## src/hw/rtl/tcc_pkg.sv

```systemverilog
`default_nettype none

package tcc_pkg;

  localparam int ROWS_DEFAULT      = 25;
  localparam int COLS_DEFAULT      = 80;
  localparam int TAB_WIDTH_DEFAULT = 8;

  // Width of the row generation tags kept with every cell.
  localparam int GEN_W  = 24;
  localparam int CELL_W = 16;
  localparam int ATTR_W = 8;
  localparam int CHAR_W = 8;

  localparam int ROW_OUT_W = 5;
  localparam int COL_OUT_W = 7;
  localparam int POS_W     = 11;

  localparam logic [CELL_W-1:0] BLANK_CELL = 16'h0020;
  localparam logic [ATTR_W-1:0] ATTR_RESET = 8'd10;

  localparam logic [CHAR_W-1:0] CH_BS  = 8'h08;
  localparam logic [CHAR_W-1:0] CH_TAB = 8'h09;
  localparam logic [CHAR_W-1:0] CH_LF  = 8'h0A;
  localparam logic [CHAR_W-1:0] CH_CR  = 8'h0D;

  typedef enum logic [1:0] {
    KIND_PUT   = 2'd0,
    KIND_SET   = 2'd1,
    KIND_CLEAR = 2'd2,
    KIND_READ  = 2'd3
  } kind_t;

  typedef struct packed {
    kind_t             kind;
    logic [CHAR_W-1:0] char_code;
    logic [5:0]        row_in;
    logic [7:0]        col_in;
  } in_item_t;

  typedef struct packed {
    logic [ROW_OUT_W-1:0] cursor_row;
    logic [COL_OUT_W-1:0] cursor_col;
    logic [POS_W-1:0]     cursor_position;
    logic [CELL_W-1:0]    cell_value;
    logic                 set_rejected;
  } out_item_t;

  typedef struct packed {
    logic [GEN_W-1:0]  gen;
    logic [CELL_W-1:0] data;
  } cell_entry_t;

  typedef struct packed {
    logic rejected;
    logic rd_ok;
  } item_flags_t;

endpackage

`default_nettype wire

```

## src/hw/rtl/tcc_cursor_ctrl.sv

```systemverilog
`default_nettype none

module tcc_cursor_ctrl #(
  parameter int ROWS      = tcc_pkg::ROWS_DEFAULT,
  parameter int COLS      = tcc_pkg::COLS_DEFAULT,
  parameter int TAB_WIDTH = tcc_pkg::TAB_WIDTH_DEFAULT,
  localparam int ROW_W  = $clog2(ROWS),
  localparam int COL_W  = $clog2(COLS),
  localparam int ADDR_W = $clog2(ROWS * COLS)
) (
  input  logic                        clk,
  input  logic                        rst,
  input  logic                        accept,
  input  tcc_pkg::in_item_t           item,
  input  logic                        cfg_wr_en,
  input  logic [tcc_pkg::ATTR_W-1:0]  cfg_wr_data,
  output logic                        wr_en,
  output tcc_pkg::cell_entry_t        wr_entry,
  output logic [ADDR_W-1:0]           cell_addr,
  output logic [ROW_W-1:0]            row,
  output logic [COL_W-1:0]            col,
  output tcc_pkg::item_flags_t        flags,
  output logic [tcc_pkg::GEN_W-1:0]   rd_gen
);
  import tcc_pkg::*;

  localparam int COLX_W = $clog2(COLS + TAB_WIDTH);
  localparam int STEP_W = $clog2(TAB_WIDTH + 1);
  localparam logic [ROW_W:0]      ROWS_X    = (ROW_W + 1)'(ROWS);
  localparam logic [ROW_W-1:0]    LAST_ROW  = ROW_W'(ROWS - 1);
  localparam logic [COLX_W-1:0]   COLS_X    = COLX_W'(COLS);
  localparam logic [ADDR_W-1:0]   COLS_A    = ADDR_W'(COLS);

  logic [ROW_W-1:0]  cur_row, cur_row_next;
  logic [COL_W-1:0]  cur_col, cur_col_next;
  logic [ROW_W-1:0]  top_row, top_row_next;
  logic [GEN_W-1:0]  epoch, epoch_next;
  logic [GEN_W-1:0]  row_gen [ROWS];
  logic [GEN_W-1:0]  gen_next [ROWS];
  logic [ATTR_W-1:0] text_attribute;

  logic [STEP_W-1:0] tab_step_tbl [COLS];
  logic [COLX_W-1:0] col_adv;
  logic              new_line;
  logic              wr_req;
  logic              pos_ok;
  logic [ROW_W-1:0]  wr_phys, rd_phys, row_sel;
  logic [COL_W-1:0]  col_sel;
  logic [GEN_W-1:0]  sel_gen;

  // Distance from each column to the next tab stop.
  for (genvar g = 0; g < COLS; g++) begin : g_tab
    assign tab_step_tbl[g] = STEP_W'(TAB_WIDTH - (g % TAB_WIDTH));
  end

  // Screen row to stored row, through the top-row pointer.
  function automatic logic [ROW_W-1:0] phys_row(input logic [ROW_W-1:0] top,
                                                input logic [ROW_W-1:0] r);
    logic [ROW_W:0] s;
    s = {1'b0, top} + {1'b0, r};
    if (s >= ROWS_X) begin
      s = s - ROWS_X;
    end
    return s[ROW_W-1:0];
  endfunction

  always_comb begin
    pos_ok  = ({1'b0, item.row_in} < 7'(ROWS)) && ({1'b0, item.col_in} < 9'(COLS));
    wr_phys = phys_row(top_row, cur_row);
    rd_phys = phys_row(top_row, ROW_W'(item.row_in));
    row_sel = (item.kind == KIND_READ) ? rd_phys : wr_phys;
    col_sel = (item.kind == KIND_READ) ? COL_W'(item.col_in) : cur_col;
    sel_gen = row_gen[row_sel];
    cell_addr = ADDR_W'(row_sel) * COLS_A + ADDR_W'(col_sel);
    rd_gen  = sel_gen;
    wr_entry.gen  = sel_gen;
    wr_entry.data = {text_attribute, item.char_code};
  end

  always_comb begin
    cur_row_next = cur_row;
    cur_col_next = cur_col;
    top_row_next = top_row;
    epoch_next   = epoch;
    gen_next     = row_gen;
    flags        = '0;
    col_adv      = '0;
    new_line     = 1'b0;
    wr_req       = 1'b0;

    unique case (item.kind)
      KIND_PUT: begin
        case (item.char_code)
          CH_BS: begin
            col_adv = (cur_col == '0) ? '0 : COLX_W'(cur_col) - COLX_W'(1);
          end
          CH_TAB: col_adv = COLX_W'(cur_col) + COLX_W'(tab_step_tbl[cur_col]);
          CH_CR:  col_adv = '0;
          CH_LF: begin
            col_adv  = '0;
            new_line = 1'b1;
          end
          default: begin
            col_adv = COLX_W'(cur_col) + COLX_W'(1);
            wr_req  = 1'b1;
          end
        endcase

        if (col_adv >= COLS_X) begin
          cur_col_next = '0;
          new_line     = 1'b1;
        end else begin
          cur_col_next = COL_W'(col_adv);
        end

        // Scrolling retires the top row: it gets a fresh generation, so all of
        // its old cells read as blanks from now on.
        if (new_line) begin
          if (cur_row == LAST_ROW) begin
            epoch_next        = epoch + 1'b1;
            gen_next[top_row] = epoch_next;
            top_row_next      = (top_row == LAST_ROW) ? '0 : top_row + 1'b1;
          end else begin
            cur_row_next = cur_row + 1'b1;
          end
        end
      end
      KIND_SET: begin
        if (pos_ok) begin
          cur_row_next = ROW_W'(item.row_in);
          cur_col_next = COL_W'(item.col_in);
        end else begin
          flags.rejected = 1'b1;
        end
      end
      KIND_CLEAR: begin
        epoch_next = epoch + 1'b1;
        for (int i = 0; i < ROWS; i++) begin
          gen_next[i] = epoch_next;
        end
        top_row_next = '0;
        cur_row_next = '0;
        cur_col_next = '0;
      end
      KIND_READ: begin
        if (pos_ok) begin
          flags.rd_ok = 1'b1;
        end else begin
          flags.rejected = 1'b1;
        end
      end
    endcase
  end

  assign wr_en = accept && wr_req;
  assign row   = cur_row_next;
  assign col   = cur_col_next;

  always_ff @(posedge clk) begin
    if (rst) begin
      cur_row        <= '0;
      cur_col        <= '0;
      top_row        <= '0;
      epoch          <= '0;
      text_attribute <= ATTR_RESET;
      for (int i = 0; i < ROWS; i++) begin
        row_gen[i] <= '0;
      end
    end else begin
      if (accept) begin
        cur_row <= cur_row_next;
        cur_col <= cur_col_next;
        top_row <= top_row_next;
        epoch   <= epoch_next;
        row_gen <= gen_next;
      end
      if (cfg_wr_en) begin
        text_attribute <= cfg_wr_data;
      end
    end
  end

endmodule

`default_nettype wire

```

## config.mk

```make
export PLATFORM = sky130hd
export DESIGN_NAME = tcc_cursor_ctrl
export DESIGN_NICKNAME = d
export VERILOG_FILES = /design/src/hw/rtl/tcc_pkg.sv /design/src/hw/rtl/tcc_cursor_ctrl.sv
export SDC_FILE = /design/constraint.sdc
export NUM_CORES = 2
export LEC_CHECK = 0
export BUFFER_PORTS_ARGS = -buffer_cell sky130_fd_sc_hd__buf_2
export CELL_PAD_IN_SITES_DETAIL_PLACEMENT = 1
export CELL_PAD_IN_SITES_GLOBAL_PLACEMENT = 1
export CORE_MARGIN = 1
export CORE_UTILIZATION = 51
export CTS_CLUSTER_DIAMETER = 50
export CTS_CLUSTER_SIZE = 30
export DETAILED_ROUTE_END_ITERATION = 10
export PLACE_DENSITY = 0.82
export SYNTH_ARGS = -nofsm -noshare
export SYNTH_HDL_FRONTEND = slang
export SYNTH_SLANG_ARGS = --single-unit
```

## constraint.sdc

```tcl
create_clock -name clk -period 8 [get_ports clk]
set_input_delay 0.4 -clock clk [delete_from_list [all_inputs] [get_ports clk]]
set_output_delay 0.4 -clock clk [all_outputs]
set_load 0.1 [all_outputs]
```

==> results_dict.tcl <==
set metrics [dict create \
    crit_chain "ha_1 > inv_1 > fa_1 > xor2_1 > nand2_1 > or2_1 > o211a_2 > o21ai_1 > mux2i_1 > and3_1 > inv_2 > nor2_2 > nand3_1 > o221ai_1 > nor4_1 > buf_2" \
    ys_ff_latch 649 \
    wire_per_inst_microns 24.4 \
    worst_slack_ps 831 \
    timing.final.crit_share_pct 89.6 \
    rows 90 \
    dp_hpwl_mm 63.2 \
    pin_count 126 \
    grt_util_all_layers_pct 33.9 \
    ys_top_cells_by_area "dfxtp_1, nand3b_1, o21ai_1" \
    slew_viol_final 0 \
    most-common-layout-cells "dfxtp_1, nand3b_1, nand2_1" \
    vias 28900 \
    clock_path_buffers 3 \
    p_sw_w 0.00223 \
    critPathLaunchType "flip-flop" \
    hold_ws_ps 27.8 \
    cts_hold_buf 1 \
    yosysSeqAreaShare_pct 41.1 \
    seq_power_share_pct 42.1 \
    wl_mm 109 \
    start_util_pct 52.0 \
    status "complete, no violations" \
    synth_area_sq_um 31600 \
    pwr_density_cell_nw_per_um2 226 \
    final_core_util_pct 56.0 \
    clk_latency_ps 620 \
    die-area_sq_um 63100 \
    crit_arrival_ps 6770 \
    postSynthCellCount 3808 \
    ys_warn_count 0 \
    grt_start_max_net_pins 219 \
    rsz0062_at_grt "no" \
    antenna_found_initial 1 \
    drc 0 \
    placed_cells 4343 \
    p_leak_nw 12.3 \
    synth_edf_count 0 \
    cts-buffers-inserted 73 \
    clkTransAtPathRegs_ps 60 \
    tritoncts "built" \
    final_common_cell "dfxtp_1" \
    post_cts_buffers 0 \
    htreeDepth 3 \
    drive_above_1_share_pct 9.99 \
    initialDrtViolationCount 2557 \
    hp-class "input port to flip-flop" \
    worstPathRequired_ps 7600 \
    hold_viol 0 \
    final_nets 3711 \
    worst_pin_slew_ps 1320 \
    cts.sinks 649 \
    synth_nets 3882 \
    num_antenna_cells 0 \
    power_frac_comb_pct 11.1 \
    max_freq_mhz 139 \
    area_growth_pct 7.51 \
    slew_headroom_pct 11.9 \
    pre_cts_slack_ps 1720 \
    cts_resized 0 \
    ant_nets 0 \
    worst-setup-path-type "flip-flop to primary output" \
    clock-root-buffer "clkbuf_16" \
    ys_async_sr_fraction_pct 0 \
    synthFlopType "dfxtp_1" \
    via_per_inst 6.46 \
    place.port_buffers 125 \
    yosys.area.top_type_share_pct 41.1 \
    maxCapViolations 0 \
    postSynthAreaPerCell_sq_um 8.31 \
    peakVddDrop_v 0.000157 \
    overflow 0 \
    power.share.clock_pct 46.9 \
    intPower_w 0.00547 \
    yosys.area.top_type "dfxtp_1" \
    fin_tns_setup_ps 0 \
    finalSetupViolCount 0 \
    skew_ps 36.1 \
    die_x_microns 251 \
    routabilityCongestion 0.889 \
    chipHeight_microns 251 \
    endpoint_kind "primary output" \
    critPathMaxStageDelay_ps 1060 \
    coreArea_sq_um 60800 \
    grt_first_pass_wirelength_mm 170 \
    first_global_vias 30100 \
    cp_max_fo 15 \
    p_sw_share_pct 28.9 \
    cpMaxStageDelayCell "nor2_2" \
    fin_cells 4477 \
    period_minus_slack_ps 7170 \
    drtPass1Iterations 6 \
    yosys.cell_types.count 85 \
]
[final timing paths]
check,cells past startpoint,end,slack [ps],from
max,16,rd_gen[5],830,cur_row[0]
min,2,text_attribute[1],30,cfg_wr_data[1]
max reg2reg,16,row_gen[566],2990,cur_col[1]
min reg2reg,2,row_gen[63],490,row_gen[63]
[cell families (layout without fill, tap and decap cells)]
kind of cell / count (synthesis) / after routing / share of synthesized area (%)
simple gates: 1433 / 1433 / 25.1
mux: 137 / 137 / 4.39
flops: 649 / 649 / 41.1
fa+ha+maj: 38 / 38 / 1.60
xor+xnor: 56 / 56 / 1.62
compound gates: 1057 / 1057 / 18.8
buf+inv: 438 / 325 / 7.42
[synth_stat cells (32+ instances only)]
cell / n
a21oi_1: 248
a31oi_1: 32
buf_2: 88
buf_4: 62
buf_6: 48
clkbuf_1: 201
dfxtp_1: 649
ha_1: 34
mux2i_1: 123
nand2_1: 419
nand3_1: 92
nand3b_1: 529
nor2_1: 239
o21ai_0: 177
o21ai_1: 404
[per-layer routing]
layer,global-route usage (%),part of all wire [%]
met5,0,0
met4,14.5,3.8
met2,57.9,48
met1,42.7,42
met3,4.80,6.5
[critical path: cells and delay by family (launching register included)]
kind | cells | cell delay [ps]
adder cells (fa/ha/maj) | 2 | 620
AO/OA/AOI/OAI | 3 | 730
XOR/XNOR | 1 | 360
buffers and inverters | 3 | 760
AND/OR/NAND/NOR | 6 | 2890
flip-flops | 1 | 500
multiplexers | 1 | 330
[power groups by stage]
stage / sequential [W] / combinational [W] / clock (W)
2_1_floorplan: 0.00333 / 0.000668 / 0
3_3_place_gp: 0.00331 / 0.000827 / 0
3_5_place_dp: 0.00332 / 0.000840 / 0
4_1_cts: 0.00324 / 0.000842 / 0.00364
5_1_grt: 0.00324 / 0.000880 / 0.00377
6_report: 0.00324 / 0.000851 / 0.00361
[sequential cells by signal, summed over array words and instances, names as in the netlist]
register and count:
epoch 24, top_row 5, cur_col 7, row_gen 600, text_attribute 8, cur_row 5
[metrics by stage]
step | area (sq um) | power [W]
after global placement | 31400 | 0.00414
after CTS | 34000 | 0.00773
final | 34000 | 0.00770
after detailed placement | 31400 | 0.00415
after floorplan | 31600 | 0.00400
after global routing | 34000 | 0.00789
[cell type report]
type | instances | area (sq um)
well taps | 782 | 978
repair buffers | 168 | 986
clock buffers | 86 | 2020
multi-input cells | 2721 | 16400
inverters | 24 | 95.1
fillers | 7199 | 26800
clock inverters | 47 | 576
flip-flops and latches | 649 | 13000
Note: power is estimated with default switching activity, not from simulation.
