[src/hw/rtl/tcc_pkg.sv]
`default_nettype none

package tcc_pkg;

  localparam int ROWS_DEFAULT      = 25;
  localparam int COLS_DEFAULT      = 80;
  localparam int TAB_WIDTH_DEFAULT = 8;

  // Width of the row generation tags kept with every cell.
  localparam int GEN_W  = 24;
  localparam int CELL_W = 16;
  localparam int ATTR_W = 8;
  localparam int CHAR_W = 8;

  localparam int ROW_OUT_W = 5;
  localparam int COL_OUT_W = 7;
  localparam int POS_W     = 11;

  localparam logic [CELL_W-1:0] BLANK_CELL = 16'h0020;
  localparam logic [ATTR_W-1:0] ATTR_RESET = 8'd10;

  localparam logic [CHAR_W-1:0] CH_BS  = 8'h08;
  localparam logic [CHAR_W-1:0] CH_TAB = 8'h09;
  localparam logic [CHAR_W-1:0] CH_LF  = 8'h0A;
  localparam logic [CHAR_W-1:0] CH_CR  = 8'h0D;

  typedef enum logic [1:0] {
    KIND_PUT   = 2'd0,
    KIND_SET   = 2'd1,
    KIND_CLEAR = 2'd2,
    KIND_READ  = 2'd3
  } kind_t;

  typedef struct packed {
    kind_t             kind;
    logic [CHAR_W-1:0] char_code;
    logic [5:0]        row_in;
    logic [7:0]        col_in;
  } in_item_t;

  typedef struct packed {
    logic [ROW_OUT_W-1:0] cursor_row;
    logic [COL_OUT_W-1:0] cursor_col;
    logic [POS_W-1:0]     cursor_position;
    logic [CELL_W-1:0]    cell_value;
    logic                 set_rejected;
  } out_item_t;

  typedef struct packed {
    logic [GEN_W-1:0]  gen;
    logic [CELL_W-1:0] data;
  } cell_entry_t;

  typedef struct packed {
    logic rejected;
    logic rd_ok;
  } item_flags_t;

endpackage

`default_nettype wire

[src/hw/rtl/tcc_out_buf.sv]
`default_nettype none

module tcc_out_buf (
  input  logic               clk,
  input  logic               rst,
  input  logic               push,
  input  tcc_pkg::out_item_t push_item,
  output logic               space,
  output logic               out_valid,
  input  logic               out_ready,
  output tcc_pkg::out_item_t out_item
);
  import tcc_pkg::*;

  out_item_t  slots [2];
  logic       wr_ptr;
  logic       rd_ptr;
  logic [1:0] count;
  logic       pop;

  assign out_valid = (count != 2'd0);
  assign space     = (count != 2'd2);
  assign pop       = out_valid && out_ready;
  assign out_item  = slots[rd_ptr];

  always_ff @(posedge clk) begin
    if (rst) begin
      wr_ptr <= 1'b0;
      rd_ptr <= 1'b0;
      count  <= 2'd0;
    end else begin
      if (push) begin
        wr_ptr <= ~wr_ptr;
      end
      if (pop) begin
        rd_ptr <= ~rd_ptr;
      end
      count <= count + 2'(push) - 2'(pop);
    end
  end

  always_ff @(posedge clk) begin
    if (push) begin
      slots[wr_ptr] <= push_item;
    end
  end

endmodule

`default_nettype wire

[config.mk]
export PLATFORM = sky130hd
export DESIGN_NAME = tcc_out_buf
export DESIGN_NICKNAME = d
export VERILOG_FILES = /design/src/hw/rtl/tcc_pkg.sv /design/src/hw/rtl/tcc_out_buf.sv
export SDC_FILE = /design/constraint.sdc
export NUM_CORES = 1
export LEC_CHECK = 0
export BUFFER_PORTS_ARGS = -buffer_cell sky130_fd_sc_hd__buf_4
export CAP_MARGIN = 30
export CORE_ASPECT_RATIO = 0.8
export CORE_UTILIZATION = 35
export DETAILED_ROUTE_END_ITERATION = 8
export PLACE_DENSITY = 0.59
export REMOVE_ABC_BUFFERS = 1
export SLEW_MARGIN = 5
export SYNTH_ARGS = -nofsm -noshare
export SYNTH_HDL_FRONTEND = slang
export SYNTH_SLANG_ARGS = --single-unit
[constraint.sdc]
create_clock -name clk -period 2.6 [get_ports clk]
set_clock_uncertainty 0.2 [all_clocks]
set_input_delay 0 -clock clk [delete_from_list [all_inputs] [get_ports clk]]
set_output_delay 0 -clock clk [all_outputs]
set_load 0.01 [all_outputs]
==> flow_metrics.tcl, run 1 <==
set metrics [dict create \
    die_h_um 86.6 \
    intPower_mw 2.47 \
    slowest_delay_ps 750 \
    fmax_mhz 476 \
    diodes 0 \
    place.port_buffers 85 \
    yosysTopAreaCell "edfxtp_1" \
    synthCells 147 \
    swShare_pct 25.9 \
    gp_congestion 0.685 \
    combPwrFrac_pct 25.0 \
    synth_xor_area_share_pct 0.999 \
    period_share_pct 80.8 \
    max-vdd-ir-drop_mv 0.340 \
    area_delta_synth_final_pct 45.0 \
    min_path_type "primary input to flip-flop" \
    cp.arrival_ps 1900 \
    clock_latency_ps 340 \
    core-area_mm2 0.00860 \
    period_needed_ps 2100 \
    cts_resized 0 \
    hpwl_um 3740 \
    dpl_cell_area_mm2 0.00393 \
    max_cap_viol_count 0 \
    die_w_um 108 \
    dieArea_mm2 0.00933 \
    setup_ws_ps 499 \
    postRouteAntennaNets 0 \
    power_density_mw_per_mm2 734 \
    yosys-top-cells-count "edfxtp_1, mux2_2, dfxtp_1, buf_4" \
    via_per_inst 4.40 \
    drive_gt1_share_pct 51.2 \
    synth_edf_count 80 \
    cts_sinks 85 \
    synth_area_per_cell_um2 21.3 \
    firstDrtPassIters 4 \
    synth_warnings 0 \
    worstSetupEndpointType "output pin" \
    final_nets 334 \
    antenna_found_initial 0 \
    fin_area_mm2 0.00454 \
    grt_pass1_wl_um 9050 \
    pwr-share-seq_pct 50.8 \
    root_buffer "clkbuf_8" \
    yosysSeqAreaShare_pct 79.9 \
    track_usage_pct 13.5 \
    drv_slew 0 \
    cts_tree "built" \
    path_cells "buf_4 > mux2_2 > buf_4" \
    grt_pass1_vias 1868 \
    grt_max_degree 41 \
    crit_path_start_kind "flip-flop" \
    synthArstFlopShare_pct 0 \
    post_drt_wl_per_cell_um 14.4 \
    cts_buffers 9 \
    hold_viol_final 0 \
    clockBufferDepth 2 \
    cpMostUsedCell "buf_4" \
    power.switching_mw 0.862 \
    worst_slew_margin_rel_pct 57.0 \
    outcome "finished, final reports clean" \
    synth_top_family_by_area "multiplexers" \
    rsz0062_at_grt "no" \
    clockPowerShare_pct 24.2 \
    worstPathMaxFanout 26 \
    synth_top_flop_cell "edfxtp_1" \
    htree_levels 3 \
    io_pins 86 \
    core.rowCount 30 \
    setup_viol 0 \
    overflow 0 \
    initial_utilization_pct 36.4 \
    synthesis.area_mm2 0.00313 \
    cp.required_ps 2400 \
    synth-adder-area-share_pct 0.799 \
    vias 1782 \
    dp_slack_ps 796 \
    wl_um 5820 \
    synthSimpleGateAreaFrac_pct 1.48 \
    yosysMostFrequentCell "edfxtp_1" \
    fillerInstances 720 \
    synth_area_leaders "edfxtp_1, mux2_2, dfxtp_1, buf_4, ha_1" \
    leakage_nw 1.72 \
    path_clk_slew_ps 90 \
    crit_slowest_cell "dfxtp_2" \
    synth_compound_area_share_pct 0.480 \
    drc 0 \
    yosys.area.top_type_share_pct 76.7 \
    crit_type "flip-flop to output pin" \
    ys_types 15 \
    tightest_slew_ps 645 \
    synth_mux_area_share_pct 15.1 \
    yosys_register_bits 85 \
    drtIter0Drc 63 \
]
## final cells by class
type	instances	area (um^2)	share of cell area (%)
timing repair buffer	134	1120	24.6
clock buffer	9	124	2.73
clock inverter	7	50.0	1.10
sequential	85	2500	55.1
multi-input combinational	56	599	13.2
tap	112	140	3.09
inverter	2	7.51	0.165
## flip-flops by register name, indices dropped and copies added (netlist names), named ones only
register,count
slots,80
wr_ptr,1
count,2
rd_ptr,1
## repair_timing
action | in CTS | in global routing
setup buffers | 0 | 0
hold endpoints to repair | 85 | 0
hold buffers | 44 | 0
## path summary, 6_finish.rpt
check                      startpoint                     end  slack (ps)  depth (start not counted)
setup reg to reg  wr_ptr$_SDFFE_PP0P_  slots[1][36]$_DFFE_PP_         810                          2
hold / removal           push_item[1]   slots[0][1]$_DFFE_PP_         170                          2
setup / recovery            flip-flop             out_item[7]         500                          3
hold reg to reg   rd_ptr$_SDFFE_PP0P_     rd_ptr$_SDFFE_PP0P_         400                          2
## cells in the final DEF (no fill, tap or decap), types with 2 or more instances in the layout
cell type	synthesis	routed
dlygate4sd3_1	0	44
nor2b_1	3	2
clkbuf_8	0	9
ha_1	2	2
inv_1	2	2
dfxtp_1	5	4
edfxtp_1	80	80
mux2_2	40	40
inv_6	0	2
mux2_1	2	2
nor2_1	3	3
clkinvlp_4	0	2
buf_4	4	90
## metrics by stage
stage	power, mW	setup TNS (ps)	instances	hold slack, ps	utilization, %
floorplan	2.12	-6450	143	-128	-
global placement	2.51	0	345	-13.7	45.7
detailed placement	2.52	0	345	-12.3	45.7
CTS	3.39	0	405	150	52.8
global route	3.51	0	405	150	52.8
finish	3.33	0	405	174	52.8
## power groups by stage
stage / Clock [mW] / Combinational [mW] / Sequential [mW]
finish: 0.805 / 0.834 / 1.69
global route: 0.901 / 0.896 / 1.71
CTS: 0.844 / 0.846 / 1.70
detailed placement: 0 / 0.786 / 1.73
global placement: 0 / 0.781 / 1.73
floorplan: 0 / 0.406 / 1.72
## critical path, delay by kind of cell, from the launching register on
family	cells	cell delay, ps
flip-flops	1	750
multiplexers	1	360
buffers and inverters	2	440
## layer usage
layer,track usage (%),wire [um],up-vias
met5,0,0,-
met1,17.6,2740,855
met3,6.32,463,5
met2,20.3,2580,70
met4,3.36,32,0
li1,-,-,852
## kinds of logic after synthesis
logic type / count (synthesis)
muxes: 42
xor gates and xnor gates: 2
DFF: 85
AOI/OAI and AO/OA: 1
and+or+nand+nor: 9
buffers and inverters: 6
adders and majority gates: 2
Note: power is estimated with default switching activity, not from simulation.
==> inputs of run 2 (changes only) <==
Settings changed: PLACE_DENSITY 0.59 to 0.57.
Clock period 2.6 ns to 2.2 ns, I/O delays scaled along.
==> flow_metrics.tcl, run 2 (synthesized netlist as in run 1, its figures left out) <==
set metrics [dict create \
    crit_type "flip-flop to flip-flop" \
    path_clk_slew_ps 80 \
    htree_levels 3 \
    drv_slew 0 \
    reg2reg_to "count[1]$_SDFF_PP0_" \
    fillerInstances 722 \
    path_cells "o21a_4 > ha_1 > inv_1 > ha_1 > xnor3_1 > nor2_1 > dlygate4sd3_1" \
    cts_buffers 9 \
    slowest_delay_ps 540 \
    swShare_pct 23.6 \
    reg_top3 "slots (80), count (2)" \
    dieArea_mm2 0.00933 \
    max_cap_viol_count 0 \
    clock_latency_ps 340 \
    crit_slowest_cell "dlygate4sd3_1" \
    tightest_slew_ps 345 \
    final_nets 335 \
    final_cell_mix "buf_4, edfxtp_1, dlygate4sd3_1, mux2_2, clkbuf_8" \
    root_buffer "clkbuf_8" \
    hold_viol_final 0 \
    hpwl_um 3600 \
    drive_gt1_share_pct 51.0 \
    area_delta_synth_final_pct 46.4 \
    cp.arrival_ps 2140 \
    die_h_um 86.6 \
    cp.required_ps 2230 \
    combPwrFrac_pct 25.6 \
    cpMostUsedCell "ha_1" \
    drtIter0Drc 49 \
    power.switching_mw 0.976 \
    fmax_mhz 474 \
    overflow 0 \
    place.port_buffers 85 \
    rsz0062_at_grt "no" \
    final_common_cell "buf_4" \
    die_w_um 108 \
    postRouteAntennaNets 0 \
    leakage_nw 1.75 \
    worst_slew_margin_rel_pct 77.0 \
    outcome "finished, final reports clean" \
    largest_reg_flops 80 \
    grt_max_degree 25 \
    hold_depth 2 \
    fin_area_mm2 0.00458 \
    firstDrtPassIters 4 \
    core.rowCount 30 \
    vias 1781 \
    regMostFlops "slots" \
    period_needed_ps 2110 \
    grt_pass1_wl_um 8600 \
    clockPowerShare_pct 27.3 \
    initial_utilization_pct 36.4 \
    max-vdd-ir-drop_mv 0.475 \
    core-area_mm2 0.00860 \
    min_path_type "primary input to flip-flop" \
    diodes 0 \
    intPower_mw 3.16 \
    r2r_cells 7 \
    post_drt_wl_per_cell_um 14.1 \
    crit-reg2reg-launch "count[0]$_SDFF_PP0_" \
    post_cts_buffers 0 \
    worstPathMaxFanout 3 \
    pwr-share-seq_pct 47.2 \
    setup_viol 0 \
    worstSetupEndpointType "flip-flop" \
    clockBufferDepth 2 \
    cts_sinks 85 \
    power_density_mw_per_mm2 902 \
    tns_ps 0 \
    period_share_pct 96.0 \
    track_usage_pct 12.7 \
    io_pins 86 \
    wl_um 5720 \
    cts_tree "built" \
    via_per_inst 4.39 \
    grt_pass1_vias 1807 \
    rrSetupSlack_ps 90 \
    crit_path_start_kind "flip-flop" \
    hold_start "push_item[16]" \
    gp_congestion 0.679 \
    drc 0 \
    holdPathEnd "slots[1][16]$_DFFE_PP_" \
    antenna_found_initial 0 \
    dpl_cell_area_mm2 0.00393 \
]
run 2: what timing repair did:
action / in CTS / in global routing
hold buffers: 44 / 0
hold endpoints to repair: 85 / 0
gates resized for setup: 0 / 2
endpoints found under the setup margin: 0 / 1
run 2: metal layers:
metal  wire (um)  vias up  GRT usage, %
li1            -      851             -
met4          60        0          5.23
met5           0        -             0
met2        2680       66          21.1
met1        2570      857          14.6
met3         404        7          5.26
run 2: cell type report:
type                            count  area [um^2]  area share, %
Sequential cell                    85         2510           54.7
Timing Repair Buffer              135         1120           24.5
Multi-Input combinational cell     56          599           13.1
Tap cell                          112          140           3.06
Clock buffer                       11          131           2.87
Clock inverter                      5         75.1           1.64
Inverter                            2         7.51          0.164
run 2: worst max-delay path by stage:
stage                        start                    end  slack (ps)  cells after the start
2_1_floorplan  wr_ptr$_SDFFE_PP0P_  slots[0][0]$_DFFE_PP_        -560                      1
3_3_place_gp   count[1]$_SDFF_PP0_    count[1]$_SDFF_PP0_         660                      6
3_5_place_dp   count[1]$_SDFF_PP0_    count[1]$_SDFF_PP0_         630                      6
4_1_cts        count[1]$_SDFF_PP0_    count[1]$_SDFF_PP0_          70                      7
5_1_grt        count[0]$_SDFF_PP0_    count[1]$_SDFF_PP0_           3                      7
6_report       count[0]$_SDFF_PP0_    count[1]$_SDFF_PP0_          90                      7
run 2: power groups by stage:
stage | registers (mW) | clock network [mW] | logic, mW
floorplan | 2.03 | 0 | 0.480
global placement | 1.98 | 0 | 0.982
detailed placement | 1.98 | 0 | 0.988
CTS | 1.95 | 1.17 | 1.07
global route | 1.96 | 1.23 | 1.14
finish | 1.95 | 1.13 | 1.06
run 2: stage by stage:
stage	total power [mW]	utilization [%]	setup slack (ps)	hold slack, ps	cells
after global routing	4.33	53.3	2.96	164	406
final	4.13	53.3	88.2	184	406
after detailed placement	2.97	45.8	630	-12.2	346
after CTS	4.19	53.3	70.5	163	406
after global placement	2.96	45.8	658	-15.5	346
after floorplan	2.51	-	-561	-128	143
run 2: worst max-delay path: cells and delay by family, from the launching register on:
family          cells  cell delay (ps)
flops               1              330
buf+inv             2              580
simple gates        1               40
xor+xnor            1              190
compound gates      1              220
fa+ha+maj           2              440
